<file path="config.mk">
export PLATFORM = sky130hd
export DESIGN_NAME = pap_fifo
export DESIGN_NICKNAME = d
export VERILOG_FILES = /design/src/rtl/pap_pkg.sv /design/src/rtl/pap_fifo.sv
export SDC_FILE = /design/constraint.sdc
export NUM_CORES = 1
export LEC_CHECK = 0
export BUFFER_PORTS_ARGS = -buffer_cell sky130_fd_sc_hd__buf_4
export CORE_MARGIN = 4
export CORE_UTILIZATION = 40
export DETAILED_ROUTE_END_ITERATION = 16
export GPL_ROUTABILITY_DRIVEN = 0
export GPL_TIMING_DRIVEN = 0
export SETUP_SLACK_MARGIN = 0.15
export SYNTH_ARGS = -nofsm -noshare
export SYNTH_HDL_FRONTEND = slang
export SYNTH_SLANG_ARGS = --single-unit
</file>
<file path="constraint.sdc">
create_clock -name i_clk -period 3.4 [get_ports i_clk]
set_input_delay 0.34 -clock i_clk [delete_from_list [all_inputs] [get_ports i_clk]]
set_output_delay 0.34 -clock i_clk [all_outputs]
set_load 0.02 [all_outputs]
</file>
<file path="src/rtl/pap_pkg.sv">
// ----------------------------------------------------------------------------
// pap_pkg
// Shared types and constants for the polygon axis projection block.
// ----------------------------------------------------------------------------
package pap_pkg;

    localparam int MAX_VERTICES = 256;
    localparam int INDEX_CAP    = (MAX_VERTICES - 1 < 255) ? MAX_VERTICES - 1 : 255;

    // Queue between the transform pipeline and the min/max tracker.
    localparam int FIFO_DEPTH = 8;
    localparam int FIFO_AW    = $clog2(FIFO_DEPTH);
    localparam int FIFO_CW    = $clog2(FIFO_DEPTH + 1);
    localparam int PIPE_DEPTH = 6;

    // Register indexes, taken from paddr[4:2].
    localparam logic [2:0] REG_COS  = 3'd0;
    localparam logic [2:0] REG_SIN  = 3'd1;
    localparam logic [2:0] REG_SCX  = 3'd2;
    localparam logic [2:0] REG_SCY  = 3'd3;
    localparam logic [2:0] REG_POSX = 3'd4;
    localparam logic [2:0] REG_POSY = 3'd5;

    typedef struct packed {
        logic signed [15:0] cos_angle;
        logic signed [15:0] sin_angle;
        logic signed [15:0] scale_x;
        logic signed [15:0] scale_y;
        logic signed [31:0] position_x;
        logic signed [31:0] position_y;
    } t_cfg;

    typedef struct packed {
        logic signed [31:0] proj;
        logic               last;
    } t_proj_item;

    typedef struct packed {
        logic signed [31:0] min_projection;
        logic        [7:0]  min_index;
        logic signed [31:0] max_projection;
        logic        [7:0]  max_index;
    } t_result;

    // Saturate a sign-extended value to 32 bit signed.
    function automatic logic signed [31:0] sat32(input logic signed [64:0] x);
        logic signed [64:0] hi;
        logic signed [64:0] lo;
        hi = 65'sd2147483647;
        lo = -65'sd2147483648;
        if (x > hi) begin
            return 32'sh7fffffff;
        end else if (x < lo) begin
            return 32'sh80000000;
        end
        return x[31:0];
    endfunction

endpackage

</file>
<file path="src/rtl/pap_fifo.sv">
// ----------------------------------------------------------------------------
// pap_fifo
// Short queue of projections between the pipeline and the min/max tracker.
// ----------------------------------------------------------------------------
module pap_fifo (
    input  logic                 i_clk,
    input  logic                 i_rst_n,
    input  logic                 i_push,
    input  pap_pkg::t_proj_item  i_push_item,
    input  logic                 i_pop,
    output logic                 o_empty,
    output pap_pkg::t_proj_item  o_head
);
    import pap_pkg::*;

    t_proj_item         r_mem [FIFO_DEPTH];
    logic [FIFO_AW-1:0] r_wptr, r_rptr;
    logic [FIFO_CW-1:0] r_count;

    assign o_empty = (r_count == '0);
    assign o_head  = r_mem[r_rptr];

    always_ff @(posedge i_clk) begin
        if (!i_rst_n) begin
            r_wptr  <= '0;
            r_rptr  <= '0;
            r_count <= '0;
        end else begin
            if (i_push) begin
                r_wptr <= r_wptr + 1'b1;
            end
            if (i_pop) begin
                r_rptr <= r_rptr + 1'b1;
            end
            if (i_push && !i_pop) begin
                r_count <= r_count + 1'b1;
            end else if (!i_push && i_pop) begin
                r_count <= r_count - 1'b1;
            end
        end
    end

    always_ff @(posedge i_clk) begin
        if (i_push) begin
            r_mem[r_wptr] <= i_push_item;
        end
    end

    a_no_overflow: assert property (@(posedge i_clk) disable iff (!i_rst_n)
        i_push |-> (r_count < FIFO_CW'(FIFO_DEPTH)) || i_pop)
        else $error("queue overflow");

    a_no_underflow: assert property (@(posedge i_clk) disable iff (!i_rst_n)
        i_pop |-> !o_empty)
        else $error("queue underflow");

    a_count_bound: assert property (@(posedge i_clk) disable iff (!i_rst_n)
        r_count <= FIFO_CW'(FIFO_DEPTH))
        else $error("queue count out of range");

endmodule

</file>
==> results.md <==
- The net count of the finished layout is 606.
- For this design, the CTS-stage hold fixing added 0 buffers.
- The final critical delay including setup and external delays is 2950 ps.
- The number of max-slew violations in the final report is 0.
- By startpoint and endpoint, the worst setup path is classified as reg -> out.
- The clock insertion delay at the later pin of the skew report is 520 ps.
- In the final routed layout, each cell accounts on average for 21.6 um.
- The synthesized design contains 277 register bits.
- The detailed router placed 4717 vias in this run.
- The share of layout cells above drive strength 1 is 40.5%.
- The total core area is 26000 um2.
- The initialized floorplan defines 59 standard-cell rows.
- The final-layout fill cell count is 2094.
- Leaving out fill and tap cells, the most frequent cells in the layout are sky130_fd_sc_hd__edfxtp_1 (264), sky130_fd_sc_hd__buf_4 (70), sky130_fd_sc_hd__mux4_2 (60).
- The die extent in x is 170 um.
- The area growth from synthesis to layout is 19.9%.
- The first-iteration detailed-routing DRC count is 256.
- Summed over all nets, the half-perimeter wirelength after detailed placement is 12500 um.
- In this run the worst path has a maximum fanout of 10.
- The flow ran to the end, and the final reports show no timing, DRC or antenna violations.
- The area of all placed cells without fillers is 12700 um2.
- Across the VDD grid, the largest voltage drop is 0.362 mV.
- The total clock sinks is 277.
- The number of buffers inserted by post-CTS setup repair is 0.
- The global-route wire length before repair is 30600 um.
- The global-route total usage across every layer is 14.0%.
- For this configuration, the core starts out at a cell density of 40.6%.
- CTS built an H-tree with a depth of 1.
- The pin count of the biggest net entering global routing is 24.
- The final period utilization is 86.7%.
- For this run, the detailed router's first-pass iteration total came to 4.
- At the worst endpoint, the arrival time is 2610 ps.
- The initial antenna violation count is 0.
- The setup clock skew after layout is 5.56 ps.
- The library cell used most frequently in the layout, excluding fill and tap cells, is sky130_fd_sc_hd__edfxtp_1.
- In this run the critical register-to-register path is captured at r_mem[4][21].
- Summed over all layers, the routed wires come to 19800 um.
- For this design the static power due to leakage is 4.12 nW.
- The setup TNS is 0 ps.
- In this run the power density over the cells is 600 nW/um2.
- Averaged over all synthesized cells, the footprint is 23.5 um2.
- The max-slew headroom at the worst pin is 47.5%.
- The remaining routing DRC violations is 0.
- The via count of the first global-routing pass was 5118.
- The root buffer cell is sky130_fd_sc_hd__clkbuf_16.
- The startpoint of the lowest-slack hold path is i_push_item[18].
- The kind of start point of the critical path is a register.
- After layout, the worst setup slack is 452 ps.
- The vias per cell is 5.16.
- The number of antenna-violating nets in the routed design is 0.
- The total count of hold-check failures in the final report is 0.
- 71 I/O pins were placed.
- The die is 170 um tall.
- The worst setup path is captured at an output pin.
- The count of antenna diodes in the layout is 0.
- STA puts the critical path data required time at 3060 ps.
- The setup check on the worst reg-to-reg path leaves a slack of 1340 ps.
- Across all hold checks on the routed design, the worst slack comes to 42.2 ps.
- The sequential element share of the synthesized area is 77.6%.
- Counting instances, the worst hold path has a depth of 1.
- Timing would allow up to 339 MHz.
- The min-delay analysis places its worst path in the category in -> reg.
- The placed cell area is 11800 um2.
- Once layout is complete, the cells apart from fillers number 915.
- During synthesis, Yosys emitted a total of 0 warnings.
- The area of the mapped netlist is 10600 um2.
- The worst setup timing slack at the placement stage is 953 ps.
- The number of cells on the worst reg-to-reg path is 5.
- The area of the die is 29000 um2.
- Setup repair after global routing left no endpoint under its margin.
- The reg-to-reg critical path startpoint is r_wptr[2].
- During placement, the flow inserted port buffers numbering 70.
- Across the run, the number of max-cap violations was 0.
- The number of buffers on the longest clock path is 3.
- The gate count after technology mapping is 449.
- The overflow left after global routing is 0.
- Setup violations remaining at the end of the flow were counted as 0.
- The number of resized instances in the post-cts repair step is 0.
- The actual transition at the worst max-transition pin is 788 ps.
- After clock tree synthesis, the clock-pin slew on the worst setup and hold paths is 60 ps.
- The number of placed instances, taps included is 868.
- Synthesis instantiated 27 different standard cells from the library.
- Buffers inserted during clock tree synthesis total 28.
- TritonCTS built the clock tree.
- The capture endpoint of the worst hold path is r_mem[6][18].
- The synthesized netlist net count is 492.
==> logic make-up after synthesis <==
logic type / synth area share [%]
muxes: 18.2
adders and majority gates: 0.783
AOI/OAI and AO/OA: 0.225
buffers and inverters: 1.21
and+or+nand+nor: 1.49
DFF: 77.6
xor gates and xnor gates: 0.498
==> metrics by stage <==
stage,power (W),util [%]
after floorplan,0.00442,-
after global placement,0.00470,44.2
after detailed placement,0.00474,45.3
after CTS,0.00770,48.7
after global routing,0.00791,48.7
final,0.00760,48.7
==> critical path: stages, from the launching register on <==
cell	delay (ps)
sky130_fd_sc_hd__dfxtp_1	370
sky130_fd_sc_hd__clkbuf_1	490
sky130_fd_sc_hd__buf_2	420
sky130_fd_sc_hd__mux4_2	340
sky130_fd_sc_hd__mux2_2	300
sky130_fd_sc_hd__buf_4	160
==> cell type report <==
type	instances	area, um2	share of cell area, %
Sequential cell	277	8190	64.7
Multi-Input combinational cell	150	2290	18.1
Clock buffer	36	752	5.94
Timing Repair Buffer	84	743	5.87
Tap cell	335	419	3.31
Clock inverter	11	133	1.05
Buffer	20	120	0.949
Inverter	2	7.51	0.0593
==> sequential cells by signal (all words and copies together), names as in the netlist, named ones only <==
name,flops
r_rptr,3
r_mem,264
r_wptr,3
r_count,4
==> cells in the mapped netlist <==
| library cell | n | area (um2) |
|---|---|---|
| sky130_fd_sc_hd__a21oi_1 | 1 | 5.00 |
| sky130_fd_sc_hd__xnor2_1 | 4 | 35.0 |
| sky130_fd_sc_hd__buf_6 | 5 | 56.3 |
| sky130_fd_sc_hd__xor2_1 | 2 | 17.5 |
| sky130_fd_sc_hd__fa_1 | 1 | 20.0 |
| sky130_fd_sc_hd__buf_1 | 1 | 3.75 |
| sky130_fd_sc_hd__buf_2 | 6 | 30.0 |
| sky130_fd_sc_hd__nor4_1 | 1 | 6.26 |
| sky130_fd_sc_hd__a31oi_1 | 1 | 6.26 |
| sky130_fd_sc_hd__mux2_2 | 33 | 372 |
| sky130_fd_sc_hd__nand3_1 | 1 | 5.00 |
| sky130_fd_sc_hd__nor2b_1 | 3 | 18.8 |
| sky130_fd_sc_hd__mux4_2 | 60 | 1350 |
| sky130_fd_sc_hd__mux4_1 | 6 | 158 |
| sky130_fd_sc_hd__nor3_1 | 2 | 10.0 |
| sky130_fd_sc_hd__mux2i_1 | 4 | 40.0 |
| sky130_fd_sc_hd__and2_1 | 7 | 43.8 |
| sky130_fd_sc_hd__o21ai_0 | 1 | 5.00 |
| sky130_fd_sc_hd__nand2b_1 | 4 | 25.0 |
| sky130_fd_sc_hd__nand2_1 | 6 | 22.5 |
| sky130_fd_sc_hd__nor2_1 | 7 | 26.3 |
| sky130_fd_sc_hd__a211oi_1 | 1 | 7.51 |
| sky130_fd_sc_hd__inv_1 | 2 | 7.51 |
| sky130_fd_sc_hd__clkbuf_1 | 8 | 30.0 |
| sky130_fd_sc_hd__dfxtp_1 | 13 | 260 |
| sky130_fd_sc_hd__ha_1 | 5 | 62.6 |
| sky130_fd_sc_hd__edfxtp_1 | 264 | 7930 |
==> power by group <==
part	internal [W]	switching [W]	total, W	leakage (nW)
registers	0.00384	0.0000333	0.00387	2.51
clock network	0.00178	0.00117	0.00295	0.438
logic	0.000385	0.000396	0.000782	1.17
==> layer usage <==
layer	global-route usage, %	vias up	share of wire [%]	wire, um
li1	-	2101	-	-
met1	19.0	2491	43	8430
met2	23.6	106	51	10200
met3	2.76	19	4.8	959
met4	3.13	0	1.2	245
met5	0	-	0	0
==> worst max path at each step <==
stage	startpoint	endpoint	slack [ps]	depth (start not counted)
floorplan	r_wptr[2]	r_mem[0][0]	170	2
global placement	i_push	r_mem[0][19]	-2450	3
detailed placement	register	o_head[12]	950	5
CTS	register	o_head[12]	360	5
global route	register	o_head[28]	290	5
finish	register	o_head[24]	450	5
Power figures use the tool's default switching activity.
