[src/rtl/pap_pkg.sv]
// ----------------------------------------------------------------------------
// pap_pkg
// Shared types and constants for the polygon axis projection block.
// ----------------------------------------------------------------------------
package pap_pkg;

    localparam int MAX_VERTICES = 256;
    localparam int INDEX_CAP    = (MAX_VERTICES - 1 < 255) ? MAX_VERTICES - 1 : 255;

    // Queue between the transform pipeline and the min/max tracker.
    localparam int FIFO_DEPTH = 8;
    localparam int FIFO_AW    = $clog2(FIFO_DEPTH);
    localparam int FIFO_CW    = $clog2(FIFO_DEPTH + 1);
    localparam int PIPE_DEPTH = 6;

    // Register indexes, taken from paddr[4:2].
    localparam logic [2:0] REG_COS  = 3'd0;
    localparam logic [2:0] REG_SIN  = 3'd1;
    localparam logic [2:0] REG_SCX  = 3'd2;
    localparam logic [2:0] REG_SCY  = 3'd3;
    localparam logic [2:0] REG_POSX = 3'd4;
    localparam logic [2:0] REG_POSY = 3'd5;

    typedef struct packed {
        logic signed [15:0] cos_angle;
        logic signed [15:0] sin_angle;
        logic signed [15:0] scale_x;
        logic signed [15:0] scale_y;
        logic signed [31:0] position_x;
        logic signed [31:0] position_y;
    } t_cfg;

    typedef struct packed {
        logic signed [31:0] proj;
        logic               last;
    } t_proj_item;

    typedef struct packed {
        logic signed [31:0] min_projection;
        logic        [7:0]  min_index;
        logic signed [31:0] max_projection;
        logic        [7:0]  max_index;
    } t_result;

    // Saturate a sign-extended value to 32 bit signed.
    function automatic logic signed [31:0] sat32(input logic signed [64:0] x);
        logic signed [64:0] hi;
        logic signed [64:0] lo;
        hi = 65'sd2147483647;
        lo = -65'sd2147483648;
        if (x > hi) begin
            return 32'sh7fffffff;
        end else if (x < lo) begin
            return 32'sh80000000;
        end
        return x[31:0];
    endfunction

endpackage

[src/rtl/pap_back.sv]
// ----------------------------------------------------------------------------
// pap_back
// Tracks running min and max projection with indices and holds the result.
// ----------------------------------------------------------------------------
module pap_back (
    input  logic                 i_clk,
    input  logic                 i_rst_n,
    input  logic                 i_empty,
    input  pap_pkg::t_proj_item  i_head,
    output logic                 o_pop,
    output logic                 o_valid,
    input  logic                 i_ready,
    output pap_pkg::t_result     o_result
);
    import pap_pkg::*;

    logic signed [31:0] r_min, r_max, n_min, n_max;
    logic [7:0]         r_min_idx, r_max_idx, n_min_idx, n_max_idx;
    logic [7:0]         r_count;
    logic               r_out_valid;
    t_result            r_out;
    logic               first;

    // A non-last vertex may update the running state while a result waits.
    assign o_pop = !i_empty && (!i_head.last || !r_out_valid || i_ready);
    assign first = (r_count == '0);

    always_comb begin
        n_min     = r_min;
        n_min_idx = r_min_idx;
        n_max     = r_max;
        n_max_idx = r_max_idx;
        if (first || i_head.proj < r_min) begin
            n_min     = i_head.proj;
            n_min_idx = r_count;
        end
        if (first || i_head.proj > r_max) begin
            n_max     = i_head.proj;
            n_max_idx = r_count;
        end
    end

    always_ff @(posedge i_clk) begin
        if (!i_rst_n) begin
            r_min       <= '0;
            r_max       <= '0;
            r_min_idx   <= '0;
            r_max_idx   <= '0;
            r_count     <= '0;
            r_out_valid <= 1'b0;
        end else begin
            if (o_pop && i_head.last) begin
                r_out_valid <= 1'b1;
            end else if (r_out_valid && i_ready) begin
                r_out_valid <= 1'b0;
            end
            if (o_pop) begin
                if (i_head.last) begin
                    r_min       <= '0;
                    r_max       <= '0;
                    r_min_idx   <= '0;
                    r_max_idx   <= '0;
                    r_count     <= '0;
                end else begin
                    r_min     <= n_min;
                    r_max     <= n_max;
                    r_min_idx <= n_min_idx;
                    r_max_idx <= n_max_idx;
                    if (r_count < 8'(INDEX_CAP)) begin
                        r_count <= r_count + 1'b1;
                    end
                end
            end
        end
    end

    always_ff @(posedge i_clk) begin
        if (o_pop && i_head.last) begin
            r_out.min_projection <= n_min;
            r_out.min_index      <= n_min_idx;
            r_out.max_projection <= n_max;
            r_out.max_index      <= n_max_idx;
        end
    end

    assign o_valid  = r_out_valid;
    assign o_result = r_out;

    a_count_cap: assert property (@(posedge i_clk) disable iff (!i_rst_n)
        r_count <= 8'(INDEX_CAP))
        else $error("vertex counter passed its cap");

    a_hold_result: assert property (@(posedge i_clk) disable iff (!i_rst_n)
        o_pop && i_head.last |-> !r_out_valid || i_ready)
        else $error("result overwritten before it was taken");

    a_restart: assert property (@(posedge i_clk) disable iff (!i_rst_n)
        o_pop && i_head.last |=> r_count == '0 && r_out_valid)
        else $error("polygon did not restart after its result");

endmodule

[config.mk]
export PLATFORM = sky130hd
export DESIGN_NAME = pap_back
export DESIGN_NICKNAME = d
export VERILOG_FILES = /design/src/rtl/pap_pkg.sv /design/src/rtl/pap_back.sv
export SDC_FILE = /design/constraint.sdc
export NUM_CORES = 1
export LEC_CHECK = 0
export ABC_AREA = 1
export BUFFER_PORTS_ARGS = -buffer_cell sky130_fd_sc_hd__buf_2
export CAP_MARGIN = 20
export CORE_ASPECT_RATIO = 1.1
export CORE_MARGIN = 2
export CORE_UTILIZATION = 50
export CTS_BUF_LIST = sky130_fd_sc_hd__clkbuf_16
export DETAILED_ROUTE_END_ITERATION = 12
export PLACE_DENSITY = 0.83
export SLEW_MARGIN = 20
export SYNTH_ARGS = -nofsm -noshare
export SYNTH_HDL_FRONTEND = slang
export SYNTH_SLANG_ARGS = --single-unit
[constraint.sdc]
create_clock -name i_clk -period 3.05 [get_ports i_clk]
set_input_delay 0.1525 -clock i_clk [delete_from_list [all_inputs] [get_ports i_clk]]
set_output_delay 0.1525 -clock i_clk [all_outputs]
set_load 0.05 [all_outputs]
==> results of run 1 <==
==> cell families after synthesis <==
| family | synth area share |
|---|---|
| DFF | 0.467 |
| and+or+nand+nor | 0.276 |
| AOI/OAI and AO/OA | 0.0771 |
| buffers and inverters | 0.0890 |
| adders and majority gates | 0.0908 |
==> cell type report <==
class,instances,area share
well taps,238,0.0286
clock buffers,17,0.0409
inverters,147,0.0536
flip-flops and latches,169,0.403
multi-input cells,725,0.383
repair buffers,135,0.0739
clock inverters,15,0.0170
==> worst max-delay path by stage <==
stage | start | endpoint | slack, ps | cells past startpoint
after global placement | r_max[31] | o_result[33] | 480 | 13
after floorplan | o_valid | o_valid | 230 | 7
after detailed placement | r_max[31] | o_result[0] | 400 | 13
after global routing | r_max[31] | o_result[0] | 180 | 13
final | r_max[31] | o_result[0] | 380 | 13
after CTS | r_max[31] | o_result[38] | 380 | 13
==> routing by layer <==
layer / share of wire / GRT usage / wire length, µm
met1: 0.41 / 0.297 / 9330
met3: 0.068 / 0.0508 / 1530
met2: 0.48 / 0.411 / 10800
met4: 0.038 / 0.107 / 848
met5: 0 / 0 / 0
==> registers in the layout, indices dropped and copies added, names as in the netlist <==
register   cells
r_max         32
o_valid        1
r_min         32
o_result      80
r_max_idx      8
r_min_idx      8
r_count        8
==> cells in the final DEF, fill, tap and decap left out, drive strengths merged, types with 3 or more instances in the layout <==
cell	synthesis	layout
a21oi	115	115
clkinvlp	0	5
ha	65	65
inv	147	148
clkbuf	32	17
nand2	240	240
bufinv	0	3
and2	80	80
edfxtp	80	80
o21ai	12	12
nand3	134	134
clkinv	0	6
buf	20	135
dfxtp	89	89
nor2	23	23
nand4	45	45
nor3	3	3
==> stage by stage <==
stage	utilization	hold WS (ps)	std cells	setup WS, ps	total power (µW)
6_report	0.590	20.8	1446	381	5940
5_1_grt	0.590	34.4	1446	178	6160
4_1_cts	0.590	6.37	1446	384	5950
3_5_place_dp	0.556	455	1414	396	3760
3_3_place_gp	0.556	452	1414	476	3740
2_1_floorplan	-	282	1093	225	3450
==> critical path: cells and delay by family (launching register included) <==
family / cells / cell delay (ps)
AND/OR/NAND/NOR: 10 / 1400
adder cells (fa/ha/maj): 1 / 370
flip-flops: 1 / 330
buffers and inverters: 2 / 300
==> power breakdown <==
group / leakage (µW) / internal, µW / switching, µW
clock network: 0.000285 / 1290 / 920
logic: 0.00258 / 345 / 816
registers: 0.00148 / 2520 / 48.3
==> results.py, run 1 <==
metrics = {
    "cells_and_area": {
        "drive_gt1_frac": 0.144,
        "final_cell_area_um2": 10400,
        "area_growth_pct": 16.1,
        "diodes": 0,
        "seq_area_um2": 4180,
        "layout.nets": 1297,
        "multi_input_area_um2": 3990,
        "nFillCells": 1568,
    },
    "power": {
        "p_per_area_nw_per_um2": 571,
        "leakage_uw": 0.00434,
        "peakVddDrop_mv": 0.457,
    },
    "placed_design": {
        "dp_hpwl_mm": 14.9,
        "place.gp.congestion": 0.870,
        "post_dp_cell_area_um2": 9790,
        "portBuffers": 118,
    },
    "critical_path": {
        "start_kind": "flop",
        "rr_endpoint": "o_result[0]",
        "r2r_cells": 13,
        "cp-end-kind": "flop",
        "criticalPathCategory": "flop to flop",
        "crit_slowest_cell": "ha_1",
        "crit_top_cell": "nand2_1",
        "regToRegStartpoint": "r_max[31]",
        "cp_max_fo": 28,
        "regToRegSetupSlack_ps": 380,
        "slowest_delay_ps": 370,
        "critical_path.cell_chain": "inv_1 > ha_1 > nand2_1 > nor2_1 > nand2_1 > nor2_1 > nand2_1 > nand3_1 > nand3_2 > nand2_2 > buf_12 > nand2_1 > and2_1",
        "cp.required_ps": 3240,
        "arrival_ps": 2860,
    },
    "grt": {
        "grt_max_degree": 82,
        "antenna_found_initial": 0,
        "grt_pass1_vias": 7498,
        "grt_pass1_wl_mm": 36.5,
        "grt_usage": 0.241,
        "overflow": 0,
    },
    "synthesis": {
        "yosysTopAreaCell": "edfxtp_1",
        "yosysMostFrequentCell": "nand2_1",
        "syn_nets": 1195,
        "synth_cell_type_count": 23,
        "ys_seq_area_frac": 0.467,
        "syn_area_um2": 8960,
        "synth_area_leaders": "edfxtp_1, dfxtp_1, nand2_1, ha_1, nand3_1",
        "synthArstFlopShare": 0,
        "synth.avg_cell_area_um2": 8.19,
        "synthFlopType": "dfxtp_1",
        "syn_inst": 1093,
        "synth_edf_count": 80,
        "synth_top_area_share": 0.268,
        "yosys-top-cells-count": "nand2_1, inv_1, nand3_1, a21oi_1, dfxtp_1",
        "synth_warnings": 0,
        "ys_ff_latch": 169,
    },
    "sta": {
        "tightest_slew_ps": 934,
        "slew_violations": 0,
        "hold_violations": 0,
        "skew_ps": 11.4,
        "fmax_ghz": 0.375,
        "rsz0062_at_grt": "no",
        "slew_headroom": 0.378,
        "fin_crit_ps": 2670,
        "tns_ps": 0,
        "fin_crit_sh": 0.875,
        "setup_viol": 0,
    },
    "route": {
        "drtPass1Iterations": 5,
        "wirelength_mm": 22.5,
        "drc_errors": 0,
        "vias": 7889,
        "wire_per_inst_um": 15.6,
        "drt_iter0_markers": 840,
        "ant_nets": 0,
        "vias_per_cell": 5.46,
    },
    "die": {
        "dieHeight_um": 144,
        "pin_count": 119,
        "dieArea_um2": 19000,
        "die_w_um": 132,
        "fp-row-count": 51,
        "coreArea_um2": 17600,
        "initial_utilization": 0.509,
    },
    "min_path": {
        "hold_path_depth": 3,
        "hold_end": "o_valid",
        "min_path_type": "input port to flop",
        "hp-start": "i_rst_n",
    },
    "clock_network": {
        "cts_buffer_depth": 2,
        "cts-htree-levels": 4,
        "postCtsSetupBuffers": 0,
        "cts_sinks": 169,
        "clk_latency_ps": 440,
        "numCtsBuffers": 17,
        "clockRootBuffer": "clkbuf_16",
        "cts_tree": "built",
        "hold_buffers": 0,
        "clkTransAtPathRegs_ps": 70,
        "cts.repair.resized": 0,
    },
    "flow_run": {
        "drv_cap": 0,
    },
    "outcome": {
        "status": "finished clean",
    },
}
Power figures use the tool's default switching activity.
==> run 2, diff against run 1 <==
--- a/config.mk
+++ b/config.mk
@@ -13,7 +13,8 @@
 export CORE_UTILIZATION = 50
 export CTS_BUF_LIST = sky130_fd_sc_hd__clkbuf_16
 export DETAILED_ROUTE_END_ITERATION = 12
-export PLACE_DENSITY = 0.83
+export HOLD_SLACK_MARGIN = 0.03
+export PLACE_DENSITY_LB_ADDON = 0.2
 export SLEW_MARGIN = 20
 export SYNTH_ARGS = -nofsm -noshare
 export SYNTH_HDL_FRONTEND = slang
==> constraint.sdc (replaced) <==
create_clock -name i_clk -period 2.57 [get_ports i_clk]
set_input_delay 0.1285 -clock i_clk [delete_from_list [all_inputs] [get_ports i_clk]]
set_output_delay 0.1285 -clock i_clk [all_outputs]
set_load 0.05 [all_outputs]
==> run 2 against run 1 <==
Effect of this change: sequential share of layout area shrank 1.3 points; worst hold slack gained 83 ps; power grew 26%; critical path type unchanged.
==> results.py, run 2 (synthesis gave the netlist of run 1 again) <==
metrics = {
    "critical_path": {
        "critPathTopFamily": "simple AND/OR/NAND/NOR gates",
        "cp.required_ps": 2760,
        "crit_slowest_cell": "dfxtp_1",
        "crit_buf_inv": 3,
        "critical_path.cell_chain": "inv_1 > ha_1 > nand2_1 > nor2_1 > nand2_1 > inv_1 > nand2_1 > nand2_1 > nand2_1 > nand3_1 > nand3_4 > nand2_8 > clkbuf_16 > nand2_1 > and2_1",
        "arrival_ps": 2620,
        "crit_top_cell": "nand2_1",
        "start_kind": "flop",
        "slowest_delay_ps": 330,
        "criticalPathCategory": "flop to flop",
        "cp_max_fo": 11,
        "cp-end-kind": "flop",
    },
    "clock_network": {
        "cts_sinks": 169,
        "numCtsBuffers": 17,
        "clockRootBuffer": "clkbuf_16",
        "clkTransAtPathRegs_ps": 60,
        "cts-htree-levels": 4,
        "clk_latency_ps": 430,
        "cts_tree": "built",
        "cts_buffer_depth": 2,
    },
    "power": {
        "leakage_uw": 0.00449,
        "switching_share": 0.280,
        "p_per_area_nw_per_um2": 693,
        "switchingPower_uw": 2090,
        "peakVddDrop_mv": 0.535,
        "combPwrFrac": 0.195,
        "power.internal_uw": 5370,
        "pwr-share-seq": 0.409,
        "p_clk_frac": 0.396,
    },
    "route": {
        "wire_per_inst_um": 15.4,
        "ant_nets": 0,
        "vias": 7817,
        "wirelength_mm": 22.5,
        "vias_per_cell": 5.37,
        "drtPass1Iterations": 5,
        "drc_errors": 0,
        "drt_iter0_markers": 684,
    },
    "cells_and_area": {
        "fin_util": 0.610,
        "final_cell_mix": "nand2_1, inv_1, nand3_1",
        "largest_reg_flops": 80,
        "area_growth_pct": 20.0,
        "final_common_cell": "nand2_1",
        "layout.nets": 1308,
        "stdcell_count": 1457,
        "drive_gt1_frac": 0.157,
        "nFillCells": 1565,
        "diodes": 0,
    },
    "sta": {
        "hold_violations": 0,
        "setup_viol": 0,
        "skew_ps": 6.62,
        "fmax_ghz": 0.412,
        "fin_crit_ps": 2430,
        "slew_violations": 0,
        "slew_headroom": 0.533,
        "tightest_slew_ps": 699,
        "fin_crit_sh": 0.944,
        "rsz0062_at_grt": "yes",
    },
    "die": {
        "coreArea_um2": 17600,
        "die_w_um": 132,
        "dieHeight_um": 144,
        "fp-row-count": 51,
        "initial_utilization": 0.509,
        "pin_count": 119,
        "dieArea_um2": 19000,
    },
    "grt": {
        "grt_pass1_wl_mm": 35.9,
        "grt_pass1_vias": 7310,
        "antenna_found_initial": 0,
        "overflow": 0,
        "grt_usage": 0.239,
        "grt_max_degree": 82,
    },
    "placed_design": {
        "place.gp.congestion": 0.847,
        "portBuffers": 118,
        "dpl.cell_count": 1420,
        "dp_hpwl_mm": 14.5,
    },
    "min_path": {
        "min_path_type": "input port to flop",
    },
    "flow_run": {
        "drv_cap": 0,
    },
    "outcome": {
        "status": "finished clean",
    },
}
==> run 2: changes by cell type in the layout (fill, tap and decap cells not counted), moves of 3 or more <==
cell,delta
a21oi_1,-3
bufinv_16,+4
buf_12,+6
clkinv_1,+3
==> run 2: worst paths after layout <==
check,start,to,slack (ps),cells after the start
worst max-delay path,r_max[15],o_result[6],140,15
worst min-delay path,i_head[3],r_min[2],100,5
worst min register to register,r_min[25],r_min[25],460,2
worst max register to register,r_max[15],o_result[6],140,15
==> run 2: power by group through the flow <==
stage	registers [µW]	clock network (µW)	logic (µW)
3_3_place_gp	3100	0	1380
5_1_grt	3060	3100	1600
2_1_floorplan	3360	0	731
6_report	3050	2950	1450
4_1_cts	3050	3000	1400
3_5_place_dp	3100	0	1390
==> run 2: layout make-up <==
class | instances | area (µm²) | area share
Inverter | 147 | 556 | 0.0517
Timing Repair Buffer | 146 | 978 | 0.0910
Sequential cell | 169 | 4190 | 0.390
Tap cell | 238 | 298 | 0.0277
Multi-Input combinational cell | 725 | 4050 | 0.377
Clock inverter | 15 | 254 | 0.0236
Clock buffer | 17 | 425 | 0.0396
==> run 2: stage by stage <==
| stage | area, µm² | hold WS, ps | setup WS, ps | setup TNS, ps | power [µW] |
|---|---|---|---|---|---|
| floorplan | 8970 | 237 | 56.9 | 0 | 4090 |
| global placement | 9920 | 424 | 99.0 | 0 | 4480 |
| detailed placement | 9920 | 434 | 62.6 | 0 | 4500 |
| CTS | 10600 | 93.1 | 54.5 | 0 | 7450 |
| global route | 10800 | 121 | -39.7 | -218 | 7760 |
| finish | 10800 | 104 | 145 | 0 | 7450 |
==> run 2: worst register-to-register path: stages, from the launching register on <==
cell       delay (ps)
dfxtp_1           330
inv_1              60
ha_1              300
nand2_1            80
nor2_1            220
nand2_1           120
inv_1              70
nand2_1            50
nand2_1            50
nand2_1            60
nand3_1           110
nand3_4           160
nand2_8           160
clkbuf_16         210
nand2_1            70
and2_1            150
==> run 2: timing repair <==
| action | in CTS | in global routing |
|---|---|---|
| endpoints found under the hold margin | 4 | 0 |
| setup buffers | 0 | 2 |
| gates resized for setup | 0 | 16 |
| endpoints found under the setup margin | 0 | 148 |
| hold buffers | 1 | 0 |
==> run 2: per-layer routing <==
layer,part of all wire,up-vias,track usage
met1,0.45,3654,0.307
li1,-,3858,-
met3,0.063,30,0.0435
met4,0.019,0,0.0932
met2,0.47,275,0.404
met5,0,-,0
